$ cat config.mk
export PLATFORM = sky130hd
export DESIGN_NAME = bpfa_ram
export DESIGN_NICKNAME = d
export VERILOG_FILES = /design/src/assert_macros.svh /design/src/bpfa_ram.sv
export SDC_FILE = /design/constraint.sdc
export NUM_CORES = 2
export LEC_CHECK = 0
export ABC_CLOCK_PERIOD_IN_PS = 9400
export BUFFER_PORTS_ARGS = -buffer_cell sky130_fd_sc_hd__buf_2
export CORE_ASPECT_RATIO = 1.4
export CORE_UTILIZATION = 60
export CTS_BUF_LIST = sky130_fd_sc_hd__clkbuf_4 sky130_fd_sc_hd__clkbuf_8
export CTS_CLUSTER_SIZE = 12
export DETAILED_ROUTE_END_ITERATION = 16
export PLACE_DENSITY = 0.76
export SLEW_MARGIN = 20
export SYNTH_ARGS = -nofsm -noshare
export SYNTH_HDL_FRONTEND = slang
export SYNTH_SLANG_ARGS = --single-unit
$ cat constraint.sdc
create_clock -name aclk -period 9.4 [get_ports aclk]
set_clock_uncertainty 0.2 [all_clocks]
set_input_delay 0.47 -clock aclk [delete_from_list [all_inputs] [get_ports aclk]]
set_output_delay 0.47 -clock aclk [all_outputs]
set_load 0.02 [all_outputs]
$ cat src/assert_macros.svh
// assertion macros shared by the allocator rtl
`ifndef ASSERT_MACROS_SVH
`define ASSERT_MACROS_SVH

// condition holds at every clock edge out of reset
`define BPFA_ASSERT_ALWAYS(lbl, cond, msg) \
    lbl: assert property (@(posedge aclk) disable iff (!aresetn) (cond)) else $error(msg);

// consequent holds in the same cycle as the antecedent
`define BPFA_ASSERT_IMPLY(lbl, ante, cons, msg) \
    lbl: assert property (@(posedge aclk) disable iff (!aresetn) (ante) |-> (cons)) else $error(msg);

`endif

$ cat src/bpfa_ram.sv
// generic simple dual port ram with registered read
module bpfa_ram #(
    parameter int WIDTH = 32,
    parameter int DEPTH = 128
) (
    input  logic                                  aclk,
    input  logic                                  wr_en,
    input  logic [((DEPTH > 1) ? $clog2(DEPTH) : 1)-1:0] wr_addr,
    input  logic [WIDTH-1:0]                      wr_data,
    input  logic                                  rd_en,
    input  logic [((DEPTH > 1) ? $clog2(DEPTH) : 1)-1:0] rd_addr,
    output logic [WIDTH-1:0]                      rd_data
);

    logic [WIDTH-1:0] mem_array [DEPTH];
    logic [WIDTH-1:0] rd_data_reg;

    // write port
    always_ff @(posedge aclk) begin
        if (wr_en) begin
            mem_array[wr_addr] <= wr_data;
        end
    end

    // registered read port
    always_ff @(posedge aclk) begin
        if (rd_en) begin
            rd_data_reg <= mem_array[rd_addr];
        end
    end

    assign rd_data = rd_data_reg;

endmodule

[Yosys cells after proc, flatten, opt, wreduce, memory -nomap -nowiden]
Memory sizes are Yosys's and may differ from the RTL's. A register that Yosys moved wholly into a read port is not among the register bits.
Index checks and enable logic that the tools add are counted.
Word-level totals
  logic and storage cells: 3
  memory bits (writable): 4096
  flip-flop bits (word level): 0
  output and inout bits: 32
  memories: 1
Cells by class
  mux-type cells: 2
Memory list
  mem_array: words 128, width 32, read ports 1, clocked after Yosys merged registers in 1, write ports 1, line bpfa_ram.sv:15  | logic [WIDTH-1:0] mem_array [DEPTH];
Operator list (number)
  1-bit 2-to-1 mux: 2

[Depth between registers and ports, before layout]
  depth in word-level cells: 2
  depth in mapped cells: 8
  mapped depth without buffers: 4

[Worst setup path after synthesis]
Ideal clock, no wire load.
  path kind: input-to-reg
  start: input port wr_en
  end: memory mem_array[98][0], enable pin
  path slack: 5.491 ns
  stages on the path: 3
  arrival: 3.248 ns
  path buffers: 1
  setup time: 0.461 ns
  data required time: 8.739 ns
  path through: clkbuf_1 nand4_1 nor3_1
On the way
  cells in the longest elaborated chain, start to end: 2
Ends and longest elaborated chain
  from (decl): line bpfa_ram.sv:7  | input logic wr_en,
  1-bit 2-to-1 mux: line bpfa_ram.sv:20  | if (wr_en) begin
  1-bit 2-to-1 mux (not written as such): line bpfa_ram.sv:21  | mem_array[wr_addr] <= wr_data;
  to (decl): line bpfa_ram.sv:15
No other way between the ends.

==> key figures <==
Status
  • Status: finished clean

Critical path
  • Worst Setup End Kind: register
  • Crit path DAT: 4.45 ns
  • Crit-path most repeated cell: mux4_2
  • Worst EP required: 9.99 ns
  • Worst path slowest cell: mux4_2
  • Worst-path maximum fanout: 90
  • CP max stage delay: around 0.77 ns
  • Setup CP Type: input pin to register
  • Worst setup SP type: input pin
  • Critical path, cell by cell: buf_8 -> buf_4 -> buf_4 -> mux4_2 -> mux4_2 -> mux4_2 -> mux2_2

Timing
  • F_max: 259 MHz
  • # setup viols final: 0
  • Final Hold Viols: 0
  • Post-route setup TNS: 0 ns
  • Unrepaired setup endpoints after global routing: false
  • Slew headroom: 21.0%
  • Crit path time final: 3.87 ns
  • Crit share post-route: between 40 and 50%
  • Max-slew violations: 0
  • Slew @ Worst Pin: 1.19 ns
  • Final hold slack: around 0.2 ns

Finish
  • Final core utilization: around two thirds
  • Fillers: 14890
  • Area Overhead vs Synth: 11.4%
  • Commonest non-fill, non-tap cell in the layout: edfxtp_1
  • Commonest cells after routing, fill and taps aside: 4128 x edfxtp_1, 1344 x mux4_2, 600 x clkbuf_8
  • Max FFs per register: roughly 4000
  • Layout Cell Area excl Fill: roughly 170000 sq um
  • Final nets: 6635
  • Share of layout cells above drive strength 1: a little under two fifths

Clocking
  • Num CTS Buffers: 583
  • CTS max path bufs: 4
  • # H-tree levels: 6
  • Clock-pin slew on the worst setup and hold paths: 0.06 ns
  • Cts hold-fix bufs: 35
  • CTS Root Buffer Type: clkbuf_8
  • CTS resizes: 0
  • CTS sink count: 4128
  • CTS tree: yes
  • Post-CTS setup buffers: 0
  • Clock Latency Late Sink: 1.06 ns

Floorplan
  • Row cnt: 221
  • Area of the die: 263000 sq um
  • Initial core utilization: about three fifths
  • Core region area: 259000 sq um
  • Die height: 606 um
  • Die width: 434 um
  • # IOs: just over 80

Pwr
  • Max VDD drop: 0.117 mV
  • Pwr dens: 205 nW/um^2
  • Leakage: ~53 nW

Logic synthesis
  • Syn_area_per_cell: approximately 26 sq um
  • Synth warnings: 0
  • Syn nets: between 6000 and 7000
  • Synthesized area: 157000 sq um
  • Post-synthesis cell type count: 16
  • Cell taking the most area after synthesis: edfxtp_1
  • Synth Register Bits: 4128
  • Synthesized instance count: 5990
  • Yosys top cell area share: 79.2%
  • Leading post-synthesis cells by cell area: edfxtp_1 79%, mux4_2 19%, clkbuf_1 0.44%
  • Seq/Total Area, Yosys: 79.2%

Route
  • Final wirelength: slightly above 400 mm
  • DR DRC count: 0
  • Via count: 73012
  • Initial DRC count: 11209
  • Pre-antenna DRT Iters: 5
  • WL/cell: 38.9 um
  • Antenna viol nets, final: 0
  • Post-DR vias/cell: 6.91

Placed design
  • Post-Place Cell Area: 163000 sq um
  • Post-DP HPWL: 220 mm
  • Final RePlAce weighted congestion: 0.830
  • Input/output buffers: 80

Worst hold path
  • Hold Crit Class: input pin to register

Run
  • Max Cap Viol: 0

Global routing
  • Remaining Overflow, GRT: 0
  • Initial antenna violation count: 60
  • Vias in the first global route: approximately 74000
  • Gr usage total: about a third
  • First-pass GRT wire length: 564 mm
  • Largest net degree at the start of global routing: 152
## power by group
part	total [mW]	switching [mW]	internal [mW]
clock network	13.4	6.54	6.85
registers	20.4	0.0599	20.4
logic	1.92	1.19	0.730
total	35.7	7.79	27.9
## logic make-up after synthesis
logic type	Yosys count	synth area share (%)
flip-flops	4128	79.2
buffers and inverters	316	0.837
multiplexers	1376	19.6
AND/OR/NAND/NOR	170	0.445
## final cells by class
type	count	area, sq um	share of cell area [%]
Clock inverter	231	1360	0.778
Timing Repair Buffer	327	2720	1.56
Multi-Input combinational cell	1546	32300	18.5
Tap cell	3456	4320	2.48
Sequential cell	4128	124000	71.1
Clock buffer	763	9480	5.44
Antenna cell	112	280	0.161
## critical path: cells and delay by family
| family | cells | cell delay [ns] |
|---|---|---|
| mux | 4 | 2.08 |
| buf+inv | 3 | 1.60 |
## synth_stat cells
cell and n:
buf_6 2, nor2_1 122, nand2b_1 2, mux2_2 32, buf_4 3, mux4_2 1344, nand4_1 3, clkbuf_1 182
nor2b_1 7, buf_1 50, or3_1 1, nor3_1 9, nand3_1 12, buf_2 79, nand2_1 14, edfxtp_1 4128
## final timing paths
kind / startpoint / endpoint / slack (ns) / cells after the start
hold reg to reg: mem_array[62][11]$_DFFE_PP_ / rd_data[11]$_DFFE_PP_ / 1.00 / 4
hold / removal: rd_addr[5] / rd_data[5]$_DFFE_PP_ / 0.20 / 3
setup reg to reg: mem_array[69][13]$_DFFE_PP_ / rd_data[13]$_DFFE_PP_ / 6.15 / 4
setup / recovery: rd_addr[2] / rd_data[13]$_DFFE_PP_ / 5.53 / 7
## per-stage QoR
stage / worst slack, ns / std cells / power, mW
floorplan: 5.49 / 5990 / 21.8
global placement: 4.63 / 9421 / 22.6
detailed placement: 4.61 / 9421 / 22.7
CTS: 5.74 / 10450 / 35.8
global route: 5.53 / 10549 / 36.6
finish: 5.53 / 10563 / 35.7
## routing by layer
metal  track usage (%)  routed length, um  vias to the layer above
met2              50.6             203000                     5530
met3              6.57              49100                     1093
met1              40.1             129000                    38642
met4              19.8              29700                       24
li1                  -                  -                    27723
met5                 0                138                        -
Power figures use the tool's default switching activity.
