File: src/assert_macros.svh
// assertion macros shared by the allocator rtl
`ifndef ASSERT_MACROS_SVH
`define ASSERT_MACROS_SVH

// condition holds at every clock edge out of reset
`define BPFA_ASSERT_ALWAYS(lbl, cond, msg) \
    lbl: assert property (@(posedge aclk) disable iff (!aresetn) (cond)) else $error(msg);

// consequent holds in the same cycle as the antecedent
`define BPFA_ASSERT_IMPLY(lbl, ante, cons, msg) \
    lbl: assert property (@(posedge aclk) disable iff (!aresetn) (ante) |-> (cons)) else $error(msg);

`endif

File: src/bpfa_pkg.sv
// shared types, codes and helpers for the bitmap page frame allocator
package bpfa_pkg;

    localparam int FRAME_COUNT_DEF = 4096;
    localparam int PAGE_BYTES_DEF  = 4096;
    localparam int WORD_BITS       = 32;

    typedef logic [1:0]  opcode_t;
    typedef logic [1:0]  status_t;
    typedef logic [31:0] word_t;

    localparam word_t ALL_ONES = 32'hFFFF_FFFF;

    // operation codes
    localparam opcode_t OP_ALLOC   = 2'd0;
    localparam opcode_t OP_FREE    = 2'd1;
    localparam opcode_t OP_RELEASE = 2'd2;

    // result status codes
    localparam status_t STAT_OK       = 2'd0;
    localparam status_t STAT_NO_FRAME = 2'd1;
    localparam status_t STAT_IGNORED  = 2'd2;

    // index of the lowest clear bit of a bitmap word
    function automatic logic [4:0] lowest_zero(input word_t w);
        word_t      inv;
        word_t      onehot;
        logic [4:0] idx;
        inv    = ~w;
        onehot = inv & (~inv + 32'd1);
        idx    = '0;
        for (int i = 0; i < WORD_BITS; i++) begin
            if (onehot[i]) begin
                idx = idx | 5'(i);
            end
        end
        return idx;
    endfunction

endpackage

File: src/bpfa_region.sv
// two stage unit that turns a region into a clipped range of frames
module bpfa_region #(
    parameter int FRAME_COUNT = bpfa_pkg::FRAME_COUNT_DEF,
    parameter int PAGE_BYTES  = bpfa_pkg::PAGE_BYTES_DEF
) (
    input  logic        aclk,
    input  logic        aresetn,
    input  logic        go,
    input  logic [63:0] region_base,
    input  logic [63:0] region_length,
    input  logic [31:0] lowest_free_address,
    output logic        done,
    output logic        empty,
    output logic [((33 - $clog2(PAGE_BYTES)) > $clog2(FRAME_COUNT + 1) ?
                   (33 - $clog2(PAGE_BYTES)) : $clog2(FRAME_COUNT + 1))-1:0] lo_frame,
    output logic [((33 - $clog2(PAGE_BYTES)) > $clog2(FRAME_COUNT + 1) ?
                   (33 - $clog2(PAGE_BYTES)) : $clog2(FRAME_COUNT + 1))-1:0] hi_frame
);

    localparam int PS  = $clog2(PAGE_BYTES);
    localparam int LW  = 33 - PS;
    localparam int FSW = $clog2(FRAME_COUNT + 1);
    localparam int RW  = (LW > FSW) ? LW : FSW;

    // stage a: end clip and page rounding
    logic          a_valid_reg;
    logic          a_skip_reg;
    logic [31:0]   a_end_reg;
    logic [LW-1:0] a_lo_reg;
    logic [LW-1:0] a_floor_reg;

    logic [64:0]   sum;
    logic [32:0]   lo_ceil;
    logic [32:0]   floor_ceil;

    assign sum        = {1'b0, region_base} + {1'b0, region_length};
    assign lo_ceil    = {1'b0, region_base[31:0]} + 33'(PAGE_BYTES - 1);
    assign floor_ceil = {1'b0, lowest_free_address} + 33'(PAGE_BYTES - 1);

    always_ff @(posedge aclk) begin
        if (!aresetn) begin
            a_valid_reg <= 1'b0;
        end else begin
            a_valid_reg <= go;
        end
    end

    always_ff @(posedge aclk) begin
        if (go) begin
            a_skip_reg  <= |region_base[63:32];
            a_end_reg   <= (|sum[64:32]) ? bpfa_pkg::ALL_ONES : sum[31:0];
            a_lo_reg    <= lo_ceil[32:PS];
            a_floor_reg <= floor_ceil[32:PS];
        end
    end

    // stage b: floor, capacity clamp and emptiness
    logic          done_reg;
    logic          empty_reg;
    logic [RW-1:0] lo_reg;
    logic [RW-1:0] hi_reg;

    logic [RW-1:0] lo_raw;
    logic [RW-1:0] floor_raw;
    logic [RW-1:0] lo_max;
    logic [RW-1:0] hi_raw;
    logic [RW-1:0] hi_clamp;

    assign lo_raw    = RW'(a_lo_reg);
    assign floor_raw = RW'(a_floor_reg);
    assign lo_max    = (lo_raw < floor_raw) ? floor_raw : lo_raw;
    assign hi_raw    = RW'(a_end_reg[31:PS]);
    assign hi_clamp  = (hi_raw > RW'(FRAME_COUNT)) ? RW'(FRAME_COUNT) : hi_raw;

    always_ff @(posedge aclk) begin
        if (!aresetn) begin
            done_reg <= 1'b0;
        end else begin
            done_reg <= a_valid_reg;
        end
    end

    always_ff @(posedge aclk) begin
        if (a_valid_reg) begin
            empty_reg <= a_skip_reg || (lo_max >= hi_clamp);
            lo_reg    <= lo_max;
            hi_reg    <= hi_clamp;
        end
    end

    assign done     = done_reg;
    assign empty    = empty_reg;
    assign lo_frame = lo_reg;
    assign hi_frame = hi_reg;

endmodule

File: config.mk
export PLATFORM = sky130hd
export DESIGN_NAME = bpfa_region
export DESIGN_NICKNAME = d
export VERILOG_FILES = /design/src/assert_macros.svh /design/src/bpfa_pkg.sv /design/src/bpfa_region.sv
export SDC_FILE = /design/constraint.sdc
export NUM_CORES = 1
export LEC_CHECK = 0
export BUFFER_PORTS_ARGS = -buffer_cell sky130_fd_sc_hd__buf_2
export CAP_MARGIN = 20
export CORE_AREA = 8 8 155 186
export CTS_BUF_LIST = sky130_fd_sc_hd__clkbuf_8
export CTS_CLUSTER_DIAMETER = 60
export CTS_CLUSTER_SIZE = 8
export DETAILED_ROUTE_END_ITERATION = 8
export DIE_AREA = 0 0 163 194
export MAX_ROUTING_LAYER = met4
export PLACE_DENSITY_LB_ADDON = 0.05
export SLEW_MARGIN = 20
export SYNTH_ARGS = -nofsm -noshare
export SYNTH_HDL_FRONTEND = slang
export SYNTH_SLANG_ARGS = --single-unit
File: constraint.sdc
create_clock -name aclk -period 8.5 [get_ports aclk]
set_clock_uncertainty 0.1 [all_clocks]
set_input_delay 0.85 -clock aclk [delete_from_list [all_inputs] [get_ports aclk]]
set_output_delay 0.85 -clock aclk [all_outputs]
set_load 0.01 [all_outputs]
After elaboration in Yosys (flattened, before gate mapping)
Cells that the tools add are included.
{ "totals": {"reg_bits": 120, "out_inout_bits": 44, "word_cells": 20} }
{ "classes": {"addsub": 3, "n_lt_le_gt_ge": 3, "mux": 2, "n_reduce_logical": 3} }
{ "ops": {"columns": ["operator", "n"], "rows": [
  ["$add 32x12->33 const B", 2],
  ["$add 64x64->65", 1],
  ["$reduce_or 33->1", 1],
  ["$reduce_or 32->1", 1],
  ["$ge 21x20->1", 1],
  ["$lt 21x21->1", 1],
  ["$mux 21", 1],
  ["$gt 20x13->1 const B", 1],
  ["$mux 20", 1],
  ["$logic_or 1x1->1", 1]
]} }

Longest topological paths before layout
{ "depth": {"ltp_word": 4, "ltp_mapped": 24} }

Worst setup path after synthesis
No wires, ideal clock.
{ "synth_timing": {"kind": "register to register", "start": "register a_lo_reg[1]", "end": "register empty_reg, in the netlist empty (data pin)", "arrival_ps": 4272, "slack_ps": 3869, "stages_incl_launch_ff": 22, "n_path_buf": 1, "path_cell_list": "edfxtp_1 > ha_1 > a21o_1 > a21o_1 > a21oi_1 > nor2b_1 > o21ai_0 > a21oi_1 > o311ai_0 > nand2_1 > buf_1 > mux2_2 > ha_1 > a21o_1 > a21o_1 > a21o_1 > a21o_1 > a2111oi_0 > o21bai_1 > a31oi_1 > o21ai_0 > a211o_1"} }
{ "synth_via": {"elab_chain_len": 4} }
{ "synth_lines": {"columns": ["item", "line", "text"], "rows": [
  ["start, declared", "bpfa_region.sv:29", "logic [LW-1:0] a_lo_reg;"],
  ["start signal, assigned", "bpfa_region.sv:52", "a_lo_reg <= lo_ceil[32:PS];"],
  ["$lt 21x21->1", "bpfa_region.sv:71", "assign lo_max = (lo_raw < floor_raw) ? floor_raw : lo_raw;"],
  ["$mux 21 (*)", "bpfa_region.sv:71", null],
  ["named net lo_max[1]", "bpfa_region.sv:65", "logic [RW-1:0] lo_max;"],
  ["$ge 21x20->1 (*)", "bpfa_region.sv:85", "empty_reg <= a_skip_reg || (lo_max >= hi_clamp);"],
  ["$logic_or 1x1->1 (*)", "bpfa_region.sv:85", null],
  ["end signal, assigned", "bpfa_region.sv:85", null],
  ["end, declared", "bpfa_region.sv:59", "logic empty_reg;"]
]} }
The timed path passes the listed nets; every way through them passes the cells marked *.
A chain may end at the register's enable or synchronous reset.

Final worst setup path
Ends and elaborated chain as after synthesis.

==> key figures <==
Critical path
  • R2R Path Start: a_lo_reg[1]
  • CP arrival: 5.58 ns
  • Element type at the critical path start: register
  • Crit-path cells: ha_1 -> a21o_1 -> a21o_1 -> a21oi_1 -> nor2b_1 -> o21ai_0 -> a21oi_1 -> o311ai_0 -> nand2_1 -> buf_4 -> mux2_2 -> ha_1 -> a21o_1 -> a21o_1 -> a21o_1 -> a21o_1 -> a2111oi_0 -> o21bai_1 -> a31oi_1 -> o21ai_0 -> a211o_1
  • CP dominant cell by count: a21o_1
  • Setup CP Type: reg -> reg
  • RR Endpoint: empty
  • Crit-path max FO: 16
  • Slowest cell on the critical path: o311ai_0
  • Data required, critical path: 8.54 ns
  • Worst setup EP type: register
  • R2R depth: 21
  • Reg2reg setup slack: 2.95 ns
  • Largest stage delay on the critical path: 0.52 ns

STA
  • Fmax achieved: around 180 MHz
  • Max transition margin: between 20% and 30%
  • Fin crit share: 65.3%
  • Final Hold Fails: 0
  • Slew at the pin closest to its max-slew limit: 1.09 ns
  • Setup slack after layout: 2.95 ns
  • Slew Viols, Final: 0
  • RSZ-0062 raised after global routing: no
  • Fin Setup TNS: 0 ns
  • Min cycle time layout: 5.55 ns
  • Setup Viol. Count Final: 0

Route
  • Metal-1 WL: 13.8 mm
  • Routed met3 length: approximately 1.3 mm
  • Detail Route Antenna Nets: 0
  • DRC: 0
  • Number of vias per cell: about 5.7
  • Number of DRC markers in iteration 0: 432
  • Drt first pass iters: 5
  • Total number of vias: 9761
  • Drt total wl: 34.5 mm
  • Routed wire length per instance: 20.2 um
  • Max layer used: met4
  • Met2 routed WL: between 15 and 20 mm

Placement
  • Port Buf Inserts: 205
  • Pre-CTS setup slack: 2.87 ns
  • DP HPWL: roughly 30 mm
  • Final GP Congestion: approximately 1.0

Final layout
  • Finished Core Util: 45.0%
  • Area growth syn-to-layout: 14.3%
  • Most frequent cells in the layout: buf_2, nand2_1, edfxtp_1, a21oi_1, ha_1
  • Layout cells sized above 1: 19.5%
  • Fill cells: 2680
  • Antenna cells: 0
  • Nets: 1637
  • Most common cell after layout, fill and taps aside: buf_2

Pwr
  • Peak VDD IR: approximately 0.000064 V
  • Cell-internal power: 0.964 mW
  • Leakage: 4.81 nW
  • Psw: 0.577 mW
  • Sw Share: 37.4%
  • Gate power share: 39.2%
  • Clock share of power: 19.2%
  • Sequential share of power: 41.6%
  • Power per Cell Area: 132 mW/mm^2

Global route
  • Antenna violations before repair: 0
  • Number of global-route vias before repair: approximately 10000
  • Largest net degree at the start of global routing: 65
  • First-pass GRT wire length: 53.4 mm
  • Overflow after GRT: 0
  • Gr usage total: 21.9%

Synthesis
  • Unique masters post-synth: 76
  • Async set or reset register ratio after synthesis: 0%
  • Synth Area per Inst: 8.52 sq um
  • Main synth FF type: edfxtp_1
  • EDFF count, synth: approximately 110
  • Yosys warns: 0
  • Yosys reg bits: roughly 110
  • Syn Inst Count: 1196
  • Post-Syn Area: 0.0102 sq mm
  • Sequential area share after synthesis: 31.3%

Min path
  • Hold path endpoint: hi_frame[7]
  • Hold Startpoint: a_end_reg[19]
  • HP Class: reg -> reg
  • Hold depth: 2

Floorplan
  • Starting Density: roughly two fifths
  • Die H: 194 um
  • Site Rows: 65
  • Ports: 207
  • Die width: 163 um
  • Area of the core: 0.0259 sq mm
  • Die ar.: 0.0316 sq mm

Clock network
  • Number of setup buffers added after CTS: 0
  • Post-CTS Hold Buffers: 0
  • Clock root buffer: clkbuf_8
  • Worst skew pair latency: 0.39 ns
  • Clk buf depth: 2
  • CTS Buf Count: 9
  • Clock-pin transition on the worst setup and hold timing paths: 0.10 ns
  • H-Tree Level Count: 3
  • # resized after CTS: 0
  • CTS tree: yes
  • CTS sink cnt: approximately 110

Outcome
  • Outcome: finished, final reports clean

Flow run
  • Max-Cap Viols: 0
[critical path, delay by kind of cell, from the launching register on]
family / cells / cell delay [ns]
fa+ha+maj: 2 / 0.60
buf+inv: 1 / 0.31
compound gates: 15 / 3.16
mux: 1 / 0.31
simple gates: 2 / 0.41
flops: 1 / 0.41
[how the worst max path moves through the flow]
stage                     start    end  slack [ns]  depth (start not counted)
floorplan           a_lo_reg[1]  empty        3.87                         21
global placement    a_lo_reg[1]  empty        2.93                         21
finish              a_lo_reg[1]  empty        2.95                         21
global route        a_lo_reg[1]  empty        2.70                         22
detailed placement  a_lo_reg[1]  empty        2.87                         21
CTS                 a_lo_reg[1]  empty        2.84                         21
[stage by stage]
step / cells / instance area, sq um / power [mW] / hold WS, ns
after floorplan: 1209 / 10200 / 1.04 / 0.424
after global placement: 1695 / 11500 / 1.25 / 0.480
after global routing: 1711 / 11600 / 1.64 / 0.538
final: 1711 / 11600 / 1.54 / 0.511
after CTS: 1711 / 11600 / 1.55 / 0.516
after detailed placement: 1695 / 11500 / 1.25 / 0.487
[synthesized netlist by cell type, types with 5 or more instances]
master | n | area (sq um)
nor3_1 | 21 | 105
o21a_1 | 12 | 90.1
and2_1 | 12 | 75.1
a21o_1 | 23 | 173
or3_1 | 7 | 43.8
clkbuf_1 | 36 | 135
ha_1 | 103 | 1290
nor4_1 | 24 | 150
o22ai_1 | 6 | 37.5
and4_1 | 10 | 87.6
a2111oi_0 | 5 | 43.8
and3_1 | 16 | 100
nand3_1 | 57 | 285
xor2_1 | 28 | 245
nor2_1 | 95 | 357
buf_2 | 14 | 70.1
a21oi_1 | 103 | 515
o2111ai_1 | 5 | 43.8
o21bai_1 | 7 | 52.6
a211oi_1 | 10 | 75.1
nand2b_1 | 10 | 62.6
edfxtp_1 | 105 | 3150
o21ai_1 | 7 | 35.0
a31oi_1 | 11 | 68.8
o31ai_1 | 6 | 45.0
nand4_1 | 51 | 319
mux2i_1 | 6 | 60.1
o21ai_0 | 77 | 385
inv_1 | 57 | 214
nand2_1 | 119 | 447
nor2b_1 | 6 | 37.5
o211ai_1 | 14 | 105
mux2_2 | 21 | 236
xnor2_1 | 40 | 350
[layout make-up]
class / instances / area, sq um / share of cell area (%)
Clock buffer: 9 / 124 / 1.06
Clock inverter: 7 / 60.1 / 0.516
Inverter: 57 / 214 / 1.84
Multi-Input combinational cell: 988 / 6580 / 56.5
Sequential cell: 107 / 3190 / 27.4
Tap cell: 335 / 419 / 3.60
Timing Repair Buffer: 208 / 1050 / 9.00
[power by group through the flow]
stage | clock (mW) | sequential [mW] | combinational [mW]
detailed placement | 0 | 0.654 | 0.599
CTS | 0.306 | 0.642 | 0.603
global placement | 0 | 0.653 | 0.600
floorplan | 0 | 0.657 | 0.385
finish | 0.296 | 0.641 | 0.604
global route | 0.322 | 0.647 | 0.667
[cells by family (layout without fill, tap and decap cells)]
logic type / count (synthesis) / count (layout) / share of synthesized area, %
xor+xnor: 68 / 68 / 5.85
flops: 107 / 107 / 31.3
other cells: 2 / 15 / 0.0737
buf+inv: 114 / 281 / 4.58
mux: 28 / 28 / 3.02
fa+ha+maj: 103 / 103 / 12.7
compound gates: 328 / 328 / 20.6
simple gates: 446 / 446 / 21.9
[metal layers]
layer  global-route usage [%]  vias to the layer above
met5                        -                        -
met4                     9.09                        0
met3                     2.12                       58
met2                     39.6                      267
met1                     23.9                     4596
li1                         -                     4840
Power figures use the tool's default switching activity.
